$ cat src/rtl/assert_macros.svh
// ----------------------------------------------------------------------------
// assert_macros
// shared concurrent assertion macros, compiled out with ASSERT_OFF
// ----------------------------------------------------------------------------
`ifndef ASSERT_MACROS_SVH
`define ASSERT_MACROS_SVH

`ifndef ASSERT_OFF
// checked while reset is low
`define ASSERT_RUN(label, clk, rst, prop) \
   label: assert property (@(posedge clk) disable iff (rst) prop) \
      else $error("assertion failed");
// checked at every edge, reset included
`define ASSERT_ALWAYS(label, clk, prop) \
   label: assert property (@(posedge clk) prop) \
      else $error("assertion failed");
`else
`define ASSERT_RUN(label, clk, rst, prop)
`define ASSERT_ALWAYS(label, clk, prop)
`endif

`endif

$ cat src/rtl/iasmd_pkg.sv
// ----------------------------------------------------------------------------
// iasmd_pkg
// shared types and constants of the integer add/sub/mul/div unit
// ----------------------------------------------------------------------------
package iasmd_pkg;

   localparam int WORD_BITS_DEFAULT = 32;

   typedef enum logic [1:0] {
      ACT_ADD = 2'd0,
      ACT_SUB = 2'd1,
      ACT_MUL = 2'd2,
      ACT_DIV = 2'd3
   } action_type;

   typedef struct packed {
      logic load;
      logic step;
      logic store;
   } dp_cmd_type;

endpackage

$ cat src/rtl/iasmd_ctrl.sv
// ----------------------------------------------------------------------------
// iasmd_ctrl
// sequencer: takes an item, runs the bit steps of mul and div, hands the result to the output
// ----------------------------------------------------------------------------
module iasmd_ctrl
   import iasmd_pkg::*;
#(
   parameter int WORD_BITS = WORD_BITS_DEFAULT
) (
   input  logic       clock,
   input  logic       reset,
   input  logic       req_tvalid,
   output logic       req_tready,
   input  action_type action,
   output logic       rsp_tvalid,
   input  logic       rsp_tready,
   output dp_cmd_type cmd
);

   localparam int CNT_BITS = $clog2(WORD_BITS);

   typedef enum logic [1:0] {
      ST_IDLE,
      ST_STEP,
      ST_DONE
   } state_type;

   state_type           state_ff, state_in;
   logic [CNT_BITS-1:0] cnt_ff, cnt_in;
   logic                rsp_valid_ff, rsp_valid_in;
   logic                accept;

   assign req_tready = (state_ff == ST_IDLE);
   assign accept     = req_tvalid & req_tready;
   assign rsp_tvalid = rsp_valid_ff;

   always_comb begin
      state_in     = state_ff;
      cnt_in       = cnt_ff;
      rsp_valid_in = rsp_valid_ff & ~rsp_tready;
      cmd          = '0;
      unique case (state_ff)
         ST_IDLE: begin
            if (accept) begin
               cmd.load = 1'b1;
               cnt_in   = CNT_BITS'(WORD_BITS - 1);
               if (action == ACT_MUL || action == ACT_DIV) begin
                  state_in = ST_STEP;
               end else begin
                  state_in = ST_DONE;
               end
            end
         end
         ST_STEP: begin
            cmd.step = 1'b1;
            cnt_in   = cnt_ff - 1'b1;
            if (cnt_ff == '0) begin
               state_in = ST_DONE;
            end
         end
         ST_DONE: begin
            if (!rsp_valid_ff || rsp_tready) begin
               cmd.store    = 1'b1;
               rsp_valid_in = 1'b1;
               state_in     = ST_IDLE;
            end
         end
         default: begin
            state_in = ST_IDLE;
         end
      endcase
   end

   always_ff @(posedge clock) begin
      if (reset) begin
         state_ff     <= ST_IDLE;
         cnt_ff       <= '0;
         rsp_valid_ff <= 1'b0;
      end else begin
         state_ff     <= state_in;
         cnt_ff       <= cnt_in;
         rsp_valid_ff <= rsp_valid_in;
      end
   end

endmodule

$ cat src/rtl/iasmd_dp.sv
// ----------------------------------------------------------------------------
// iasmd_dp
// operand registers, shift-add / restoring step unit and result register
// ----------------------------------------------------------------------------
module iasmd_dp
   import iasmd_pkg::*;
#(
   parameter int WORD_BITS = WORD_BITS_DEFAULT
) (
   input  logic                 clock,
   input  dp_cmd_type           cmd,
   input  action_type           action,
   input  logic [WORD_BITS-1:0] lhs,
   input  logic [WORD_BITS-1:0] rhs,
   output logic [WORD_BITS-1:0] value,
   output logic                 divide_by_zero
);

   localparam int W = WORD_BITS;

   action_type     op_ff, op_in;
   logic [W-1:0]   x_ff, x_in;
   logic [W-1:0]   y_ff, y_in;
   logic [W-1:0]   acc_ff, acc_in;
   logic           neg_ff, neg_in;
   logic           dz_ff, dz_in;
   logic [W-1:0]   value_ff, value_in;
   logic           dzo_ff, dzo_in;

   logic [W-1:0]   lhs_mag, rhs_mag;
   logic [W:0]     rem_shift;
   logic [W+1:0]   rem_diff;

   assign lhs_mag   = lhs[W-1] ? W'(~lhs + 1'b1) : lhs;
   assign rhs_mag   = rhs[W-1] ? W'(~rhs + 1'b1) : rhs;
   assign rem_shift = {acc_ff, y_ff[W-1]};
   assign rem_diff  = {1'b0, rem_shift} - {2'b00, x_ff};

   always_comb begin
      op_in    = op_ff;
      x_in     = x_ff;
      y_in     = y_ff;
      acc_in   = acc_ff;
      neg_in   = neg_ff;
      dz_in    = dz_ff;
      value_in = value_ff;
      dzo_in   = dzo_ff;
      if (cmd.load) begin
         op_in  = action;
         acc_in = '0;
         neg_in = lhs[W-1] ^ rhs[W-1];
         dz_in  = (action == ACT_DIV) && (rhs == '0);
         if (action == ACT_DIV) begin
            x_in = rhs_mag;
            y_in = lhs_mag;
         end else begin
            x_in = lhs;
            y_in = rhs;
         end
      end
      if (cmd.step) begin
         if (op_ff == ACT_MUL) begin
            acc_in = y_ff[0] ? acc_ff + x_ff : acc_ff;
            x_in   = {x_ff[W-2:0], 1'b0};
            y_in   = {1'b0, y_ff[W-1:1]};
         end else begin
            if (!rem_diff[W+1]) begin
               acc_in = rem_diff[W-1:0];
               y_in   = {y_ff[W-2:0], 1'b1};
            end else begin
               acc_in = rem_shift[W-1:0];
               y_in   = {y_ff[W-2:0], 1'b0};
            end
         end
      end
      if (cmd.store) begin
         dzo_in = dz_ff;
         unique case (op_ff)
            ACT_ADD: value_in = x_ff + y_ff;
            ACT_SUB: value_in = x_ff - y_ff;
            ACT_MUL: value_in = acc_ff;
            ACT_DIV: begin
               if (dz_ff) begin
                  value_in = '0;
               end else begin
                  value_in = neg_ff ? W'(~y_ff + 1'b1) : y_ff;
               end
            end
            default: value_in = '0;
         endcase
      end
   end

   always_ff @(posedge clock) begin
      op_ff    <= op_in;
      x_ff     <= x_in;
      y_ff     <= y_in;
      acc_ff   <= acc_in;
      neg_ff   <= neg_in;
      dz_ff    <= dz_in;
      value_ff <= value_in;
      dzo_ff   <= dzo_in;
   end

   assign value          = value_ff;
   assign divide_by_zero = dzo_ff;

endmodule

$ cat src/rtl/integer_add_sub_mul_div_unit.sv
// ----------------------------------------------------------------------------
// integer_add_sub_mul_div_unit
// two's complement add, subtract, shift-add multiply and restoring divide
// ----------------------------------------------------------------------------
// usage:
//   req channel carries one item: req_tuser is the operation (add, sub, mul,
//   div), req_tdata holds lhs in the low word and rhs in the next word.
//   rsp channel returns one item per request: rsp_tdata is the wrapped
//   result, rsp_tuser flags a divide by zero (result then reads zero).
// sequencing:
//   add and subtract go from accept straight to the result store; multiply
//   and divide first run one multiplier or quotient bit per cycle through
//   the shared step unit.
//   req_tready is high only while the sequencer is idle, so one item is in
//   work at a time; a new item is taken while the previous result waits.
// reset:
//   synchronous, active high; clears the sequencer and rsp_tvalid.
// stall:
//   a held result stays in the output register until rsp_tready; the next
//   finished result waits in the sequencer and no further item is taken.
// ----------------------------------------------------------------------------
module integer_add_sub_mul_div_unit
   import iasmd_pkg::*;
#(
   parameter  int WORD_BITS     = WORD_BITS_DEFAULT,
   localparam int IN_DATA_BITS  = ((2 * WORD_BITS + 7) / 8) * 8,
   localparam int OUT_DATA_BITS = ((WORD_BITS + 7) / 8) * 8
) (
   input  logic                     clock,
   input  logic                     reset,
   input  logic                     req_tvalid,
   output logic                     req_tready,
   input  logic [IN_DATA_BITS-1:0]  req_tdata,   // lhs, rhs
   input  logic [1:0]               req_tuser,   // action
   output logic                     rsp_tvalid,
   input  logic                     rsp_tready,
   output logic [OUT_DATA_BITS-1:0] rsp_tdata,   // value
   output logic                     rsp_tuser    // divide_by_zero
);

`include "assert_macros.svh"

   dp_cmd_type           cmd;
   action_type           action;
   logic [WORD_BITS-1:0] lhs, rhs, value;

   assign action    = action_type'(req_tuser);
   assign lhs       = req_tdata[WORD_BITS-1:0];
   assign rhs       = req_tdata[2*WORD_BITS-1:WORD_BITS];
   assign rsp_tdata = OUT_DATA_BITS'(value);

   iasmd_ctrl #(
      .WORD_BITS (WORD_BITS)
   ) u_ctrl (
      .clock      (clock),
      .reset      (reset),
      .req_tvalid (req_tvalid),
      .req_tready (req_tready),
      .action     (action),
      .rsp_tvalid (rsp_tvalid),
      .rsp_tready (rsp_tready),
      .cmd        (cmd)
   );

   iasmd_dp #(
      .WORD_BITS (WORD_BITS)
   ) u_dp (
      .clock          (clock),
      .cmd            (cmd),
      .action         (action),
      .lhs            (lhs),
      .rhs            (rhs),
      .value          (value),
      .divide_by_zero (rsp_tuser)
   );

   `ASSERT_RUN(a_cmd_onehot, clock, reset, $onehot0(cmd))
   `ASSERT_RUN(a_busy_after_accept, clock, reset, req_tvalid && req_tready |=> !req_tready)
   `ASSERT_RUN(a_dz_zero, clock, reset, rsp_tvalid && rsp_tuser |-> value == '0)
   `ASSERT_ALWAYS(a_reset_no_rsp, clock, $past(reset) |-> !rsp_tvalid)

endmodule

$ cat config.mk
export PLATFORM = sky130hd
export DESIGN_NAME = integer_add_sub_mul_div_unit
export DESIGN_NICKNAME = d
export VERILOG_FILES = /design/src/rtl/iasmd_pkg.sv /design/src/rtl/iasmd_ctrl.sv /design/src/rtl/iasmd_dp.sv /design/src/rtl/integer_add_sub_mul_div_unit.sv
export VERILOG_INCLUDE_DIRS = /design/src /design/src/rtl
export SDC_FILE = /design/constraint.sdc
export NUM_CORES = 1
export LEC_CHECK = 0
export ABC_AREA = 1
export BUFFER_PORTS_ARGS = -buffer_cell sky130_fd_sc_hd__buf_2
export CAP_MARGIN = 20
export CORE_AREA = 3 3 198 200
export DETAILED_ROUTE_END_ITERATION = 8
export DIE_AREA = 0 0 201 203
export MAX_ROUTING_LAYER = met4
export PLACE_DENSITY_LB_ADDON = 0.3
export SETUP_SLACK_MARGIN = 0.3
export SYNTH_ARGS = -nofsm -noshare
export SYNTH_HDL_FRONTEND = slang
export SYNTH_SLANG_ARGS = --single-unit
$ cat constraint.sdc
create_clock -name clock -period 4.3 [get_ports clock]
set_input_delay 0.215 -clock clock [delete_from_list [all_inputs] [get_ports clock]]
set_output_delay 0.215 -clock clock [all_outputs]
set_load 0.03 [all_outputs]
Yosys cells after proc, flatten, opt, wreduce, memory -nomap -nowiden
Index checks and enable logic that the tools add are counted.
{"block": "op_classes", "n_eq_ne": 11, "muxes": 33, "n_reduce_logical": 13, "addsub": 8, "bitwise_logic": 7}
{"operator": "2-to-1 mux 32 bit", "count": 17}
{"operator": "one-hot mux 32 bit (4 select lines)", "count": 1}
{"operator": "adder 32 x 1 -> 32 bit, second input constant", "count": 3}
{"operator": "NOT 32 bit", "count": 3}
{"operator": "adder 32 bit", "count": 2}
{"operator": "subtractor 33 x 32 -> 34 bit", "count": 1}
{"operator": "zero test 32 bit", "count": 1}
{"operator": "subtractor 32 bit", "count": 1}
{"operator": "equality test 2 bit, second input constant", "count": 5}
{"operator": "one-hot mux 5 bit (2 select lines)", "count": 1}
{"operator": "2-to-1 mux 1 bit", "count": 8}
{"operator": "2-to-1 mux 2 bit", "count": 4}
{"operator": "one-hot mux 2 bit (3 select lines)", "count": 1}
{"operator": "zero test 5 bit", "count": 1}
{"operator": "2-to-1 mux 5 bit", "count": 1}
{"operator": "subtractor 5 x 1 -> 5 bit, second input constant", "count": 1}
{"operator": "equality test 2 x 1 -> 1 bit, second input constant", "count": 2}
{"operator": "zero test 2 bit", "count": 2}
{"operator": "inequality test 2 x 1 -> 1 bit, second input constant", "count": 2}
{"operator": "AND reduction 2 bit", "count": 2}
{"operator": "nonzero test 2 bit", "count": 2}
{"operator": "inequality test 3 x 2 -> 1 bit, second input constant", "count": 1}
{"operator": "AND reduction 3 bit", "count": 1}
{"operator": "bitwise AND 1 bit", "count": 2}
{"operator": "6 further kinds", "count": 7}
{"block": "word_totals", "out_inout_bits": 35, "reg_bits": 141, "elab_cells": 83}

Logic depth before layout (Yosys ltp)
{"block": "depth", "word_depth": 7, "ltp_mapped": 23}

Modules after synthesis
A second synthesis with hierarchy kept.
{"block": "unflattened", "cells_unflattened": 2845, "hier_area_um2": 17022.6}
{"module": "iasmd_dp", "n_inst": 1, "cells_each": 2776, "area_each_um2": 16590.9}
{"module": "iasmd_ctrl", "n_inst": 1, "cells_each": 69, "area_each_um2": 431.7}

Worst setup path after synthesis
OpenSTA, ideal clock, no wires.
{"block": "synth_timing", "kind": "register to register", "from": "register u_ctrl.state_ff[1]", "to": "register u_dp.acc_ff[0], enable pin", "period_less_slack_ns": 3.136, "required_ns": 3.913, "n_path_buf": 0, "t_arrival_ns": 2.749, "path_stages_with_launch": 8, "setup_time_ns": 0.387, "slack_ns": 1.164, "path_cell_list": "dfxtp_1 > nor2_1 > inv_1 > nor2_2 > nor2_1 > inv_1 > o21ai_1 > inv_1"}
{"block": "synth_between", "elab_chain_len": 6, "word_cells_on_any_way": 9, "cone_classes": "eq/ne: 2; mux: 3; bitwise: 1; reduce/logical: 3"}
{"item": "from (decl)", "line": "iasmd_ctrl.sv:28", "text": "state_type state_ff, state_in;"}
{"item": "from (signal assigned)", "line": "iasmd_ctrl.sv:80", "text": "state_ff <= state_in;"}
{"item": "zero test 2 bit (*)", "line": "iasmd_ctrl.sv:33", "text": "assign req_tready = (state_ff == ST_IDLE);"}
{"item": "via req_tready", "line": "integer_add_sub_mul_div_unit.sv:32", "text": "output logic req_tready,"}
{"item": "bitwise AND 1 bit", "line": "iasmd_ctrl.sv:34", "text": "assign accept = req_tvalid & req_tready;"}
{"item": "2-to-1 mux 1 bit", "line": "iasmd_ctrl.sv:44", "text": "if (accept) begin"}
{"item": "2-to-1 mux 1 bit (*)", "line": "iasmd_ctrl.sv:42", "text": "unique case (state_ff)"}
{"item": "nonzero test 2 bit (no source line) (*)"}
{"item": "AND reduction 2 bit (no source line) (*)"}
{"item": "to (signal assigned)", "line": "iasmd_dp.sv:98", "text": "acc_ff <= acc_in;"}
{"item": "to (decl)", "line": "iasmd_dp.sv:24", "text": "logic [W-1:0] acc_ff, acc_in;"}
The timed path passes the listed nets; every way through them passes the cells marked *.
A chain may end at the register's enable or synchronous reset.

Worst setup path in the final report
{"block": "layout_timing", "from": "register u_dp.y_ff[0]", "to": "register u_dp.value_ff[28] (netlist: u_dp.value[28]), data pin"}
{"block": "layout_between", "elab_chain_len": 5, "word_cells_on_any_way": 7, "cone_classes": "add/sub: 3; mux: 3; bitwise: 1"}
{"item": "from (decl)", "line": "iasmd_dp.sv:23", "text": "logic [W-1:0] y_ff, y_in;"}
{"item": "from (signal assigned)", "line": "iasmd_dp.sv:97", "text": "y_ff <= y_in;"}
{"item": "NOT 32 bit", "line": "iasmd_dp.sv:86", "text": "value_in = neg_ff ? W'(~y_ff + 1'b1) : y_ff;"}
{"item": "adder 32 x 1 -> 32 bit", "line": "iasmd_dp.sv:86"}
{"item": "2-to-1 mux 32 bit", "line": "iasmd_dp.sv:86"}
{"item": "2-to-1 mux 32 bit", "line": "iasmd_dp.sv:83", "text": "if (dz_ff) begin"}
{"item": "one-hot mux 32 bit (4 select lines) (*)", "line": "iasmd_dp.sv:78", "text": "unique case (op_ff)"}
{"item": "to (signal assigned)", "line": "iasmd_dp.sv:101", "text": "value_ff <= value_in;"}
{"item": "to (decl)", "line": "iasmd_dp.sv:27", "text": "logic [W-1:0] value_ff, value_in;"}
Mark *: on every way between the ends. The rest lies on a longest branch, timed or not.

==> metrics.md <==
| Metric | Value |
|---|---|
| Status | `complete, no violations` |
| Post-DP HPWL | `around 59 mm` |
| H-Tree Depth | `4` |
| IO Port Bufs | `between 100 and 150` |
| Avg Inst Size Synth | `6.08 um^2` |
| Clk slew on worst S/H paths | `70 ps` |
| Reg2reg start | `u_dp.y_ff[0]` |
| Worst path arrival time | `between 3000 and 4000 ps` |
| Clock Tree Root | `clkbuf_16` |
| CP Class | `reg2reg` |
| Synth top cells by count | `nand2_1 (793), inv_1 (366), nor2_1 (279)` |
| Synthesis-to-finish area growth | `9.71%` |
| Total die area | `0.0408 mm^2` |
| Clock tree from TritonCTS | `built` |
| Rel. slew slack | `around two fifths` |
| Pin count of the biggest net entering global routing | `65` |
| Number of synthesized flops with an enable pin | `101` |
| #FFs+latches synth | `approximately 140` |
| Num CTS Buffers | `17` |
| CP max FO | `5` |
| Global route overflow | `0` |
| Worst skew pair latency | `roughly 450 ps` |
| Worst-margin pin slew | `roughly 900 ps` |
| Sequential share of the synthesized area | `between 20% and 30%` |
| Post-synthesis cell type count | `55` |
| Initial antenna violation count | `0` |
| Ports | `105` |
| Worst EP required | `~4500 ps` |
| Routed len/inst | `about 22 um` |
| Setup repair after global routing missed its margin | `yes` |
| Worst VDD drop | `0.000389 V` |
| Max cap viols | `0` |
| Initial DRT Pass Iterations | `8` |
| # nets final | `3,000` |
| Asr flop ratio synth | `0%` |
| Yosys Warn Count | `0` |
| Mapped Cells | `about 2,800` |
| Leak pwr | `9.05 nW` |
| Hold Path Class | `in2reg` |
| Initial Util | `between 40% and 50%` |
| Most frequent cell after synthesis | `nand2_1` |
| Max Freq | `between 0.2 and 0.3 GHz` |
| FP Rows | `71` |
| Pre-CTS WS | `a little over 500 ps` |
| Max-slew violations | `0` |
| Core footprint | `between 0.03 and 0.04 mm^2` |
| Share of the synthesized area in the top cell type | `between 10% and 20%` |
| Critical path origin | `u_dp.y_ff[0]` |
| Synth top area cells | `edfxtp_1 (18%), nand2_1 (18%), inv_1 (8.2%), ha_1 (7.4%), nand3_1 (6.5%)` |
| Clock Path Buffers | `2` |
| Reg2Reg Capture Point | `u_dp.value[28]` |
| Top_reg_cell synth | `edfxtp_1` |
| Tmin final | `around 3700 ps` |
| Die Y | `approximately 200 um` |
| Worst Setup EP | `u_dp.value[28]` |
| Vias in the first global route | `17,500` |
| Reg2Reg Depth | `23` |
| DR DRC count | `0` |
| Sink Count | `about 140` |
| Share of cells above drive strength 1 | `~8%` |
| Flop-to-flop setup slack | `610 ps` |
| # setup viols final | `0` |
| DRT antenna net count | `0` |
| Gpl congestion | `1.02` |
| Final hold viol count | `0` |
| CP Launch Type | `flop` |
| Mapped Nets | `between 2,000 and 3,000` |
| Clock skew | `roughly 15 ps` |
| Post-synth top area cell | `edfxtp_1` |
| TNS Setup | `0 ps` |
| Die X | `201 um` |
| Via count | `19,300` |
| DR vias/cell | `~5.8` |
| Pwr/cell area | `around 640 mW/mm^2` |
| Period utilization | `85.9%` |
| Routed wire length | `74.0 mm` |
| Setup ws final | `roughly 610 ps` |
| First-pass GRT wire length | `109 mm` |
| Tot GR Track Use | `a little over a third` |
| CP endpoint kind | `flop` |
| Synth Cell Area | `between 0.015 and 0.02 mm^2` |
| Initial DRC Count | `about 2,400` |
==> power breakdown <==
group | switching [mW] | total, mW | internal (mW)
combinational | 5.23 | 7.56 | 2.33
clock | 0.655 | 1.51 | 0.854
sequential | 0.776 | 2.69 | 1.91
==> metal layers <==
| layer | vias up | wire, um | share of wire (%) | global-route usage, % |
|---|---|---|---|---|
| li1 | 9321 | - | - | - |
| met1 | 8925 | 33100 | 45 | 52.0 |
| met2 | 992 | 30100 | 41 | 51.0 |
| met3 | 92 | 8140 | 11 | 7.41 |
| met4 | 0 | 2630 | 3.6 | 12.5 |
| met5 | - | 0 | 0 | - |
==> area by class of cell <==
cell class | instances | area [um^2]
Multi-Input combinational cell | 2155 | 11200
Inverter | 379 | 1430
Tap cell | 511 | 639
Fill cell | 3964 | 19200
Clock buffer | 18 | 429
Sequential cell | 141 | 3830
Clock inverter | 14 | 144
Antenna cell | 1 | 2.50
Timing Repair Buffer | 134 | 773
==> critical path: stages, from the launching register on <==
cell,delay (ps)
edfxtp_1,450
inv_1,120
ha_1,200
nand3_2,140
inv_1,160
nand2_1,150
nor2_2,180
nand2_1,90
o21ai_0,150
nand2_1,90
nand2_1,60
o21ai_0,80
ha_1,380
nand2_1,160
nor2_1,160
inv_1,110
nor2_1,140
nand4_1,100
nand3_1,180
nand2_1,100
inv_1,60
o21ai_0,70
nand3_1,70
nand2_1,50
==> cells in the final DEF, fill, tap and decap left out, drive strengths merged, types with 21 or more instances in the layout <==
cell / instances
nand2: 807
inv: 379
nor2: 300
nand3: 223
a21oi: 202
o21ai: 201
buf: 133
edfxtp: 101
ha: 99
xor2: 62
nand4: 47
a22oi: 45
dfxtp: 40
nor3: 37
o211ai: 27
o221ai: 21
==> cell families (layout without fill, tap and decap cells) <==
kind of cell / after synthesis / after routing / synth area share, %
xor+xnor: 69 / 69 / 3.60
simple gates: 1441 / 1441 / 36.5
compound gates: 543 / 543 / 18.5
buf+inv: 463 / 545 / 10.8
fa+ha+maj: 102 / 102 / 7.74
other cells: 0 / 1 / 0
flops: 141 / 141 / 22.8
==> metrics by stage <==
stage	total power [mW]	utilization [%]	hold slack (ps)	cells	area, um^2
3_3_place_gp	9.94	47.3	458	3318	17800
5_1_grt	12.6	49.0	13.3	3352	18400
4_1_cts	11.5	48.9	3.68	3351	18400
6_report	11.8	49.0	9.65	3353	18400
3_5_place_dp	9.94	47.3	467	3318	17800
2_1_floorplan	7.36	-	284	2759	16800
==> worst min path at each step <==
stage | startpoint | endpoint | slack, ps | cells after the start
finish | reset | u_ctrl.state_ff[1] | 10 | 2
global route | req_tuser[1] | u_dp.op_ff[1] | 10 | 1
CTS | reset | u_ctrl.state_ff[1] | 4 | 2
detailed placement | req_tuser[0] | u_dp.op_ff[0] | 470 | 1
global placement | u_ctrl.cnt_ff[4] | u_ctrl.cnt_ff[4] | 460 | 1
floorplan | reset | u_ctrl.rsp_tvalid | 280 | 1
==> sequential cells by signal, summed over array words and instances (netlist names) <==
register             cells
u_ctrl.state_ff          2
u_ctrl.rsp_tvalid        1
u_dp.x_ff               32
u_dp.y_ff               32
u_ctrl.cnt_ff            5
u_dp.value              32
u_dp.dz_ff               1
u_dp.op_ff               2
u_dp.neg_ff              1
u_dp.acc_ff             32
u_dp.divide_by_zero      1
==> repair_timing <==
action,in CTS,in global routing
endpoints found under the hold margin,1,0
setup buffers,0,0
setup endpoints to repair,0,12
resized for setup,0,7
hold buffers,1,0
Power figures use the tool's default switching activity.
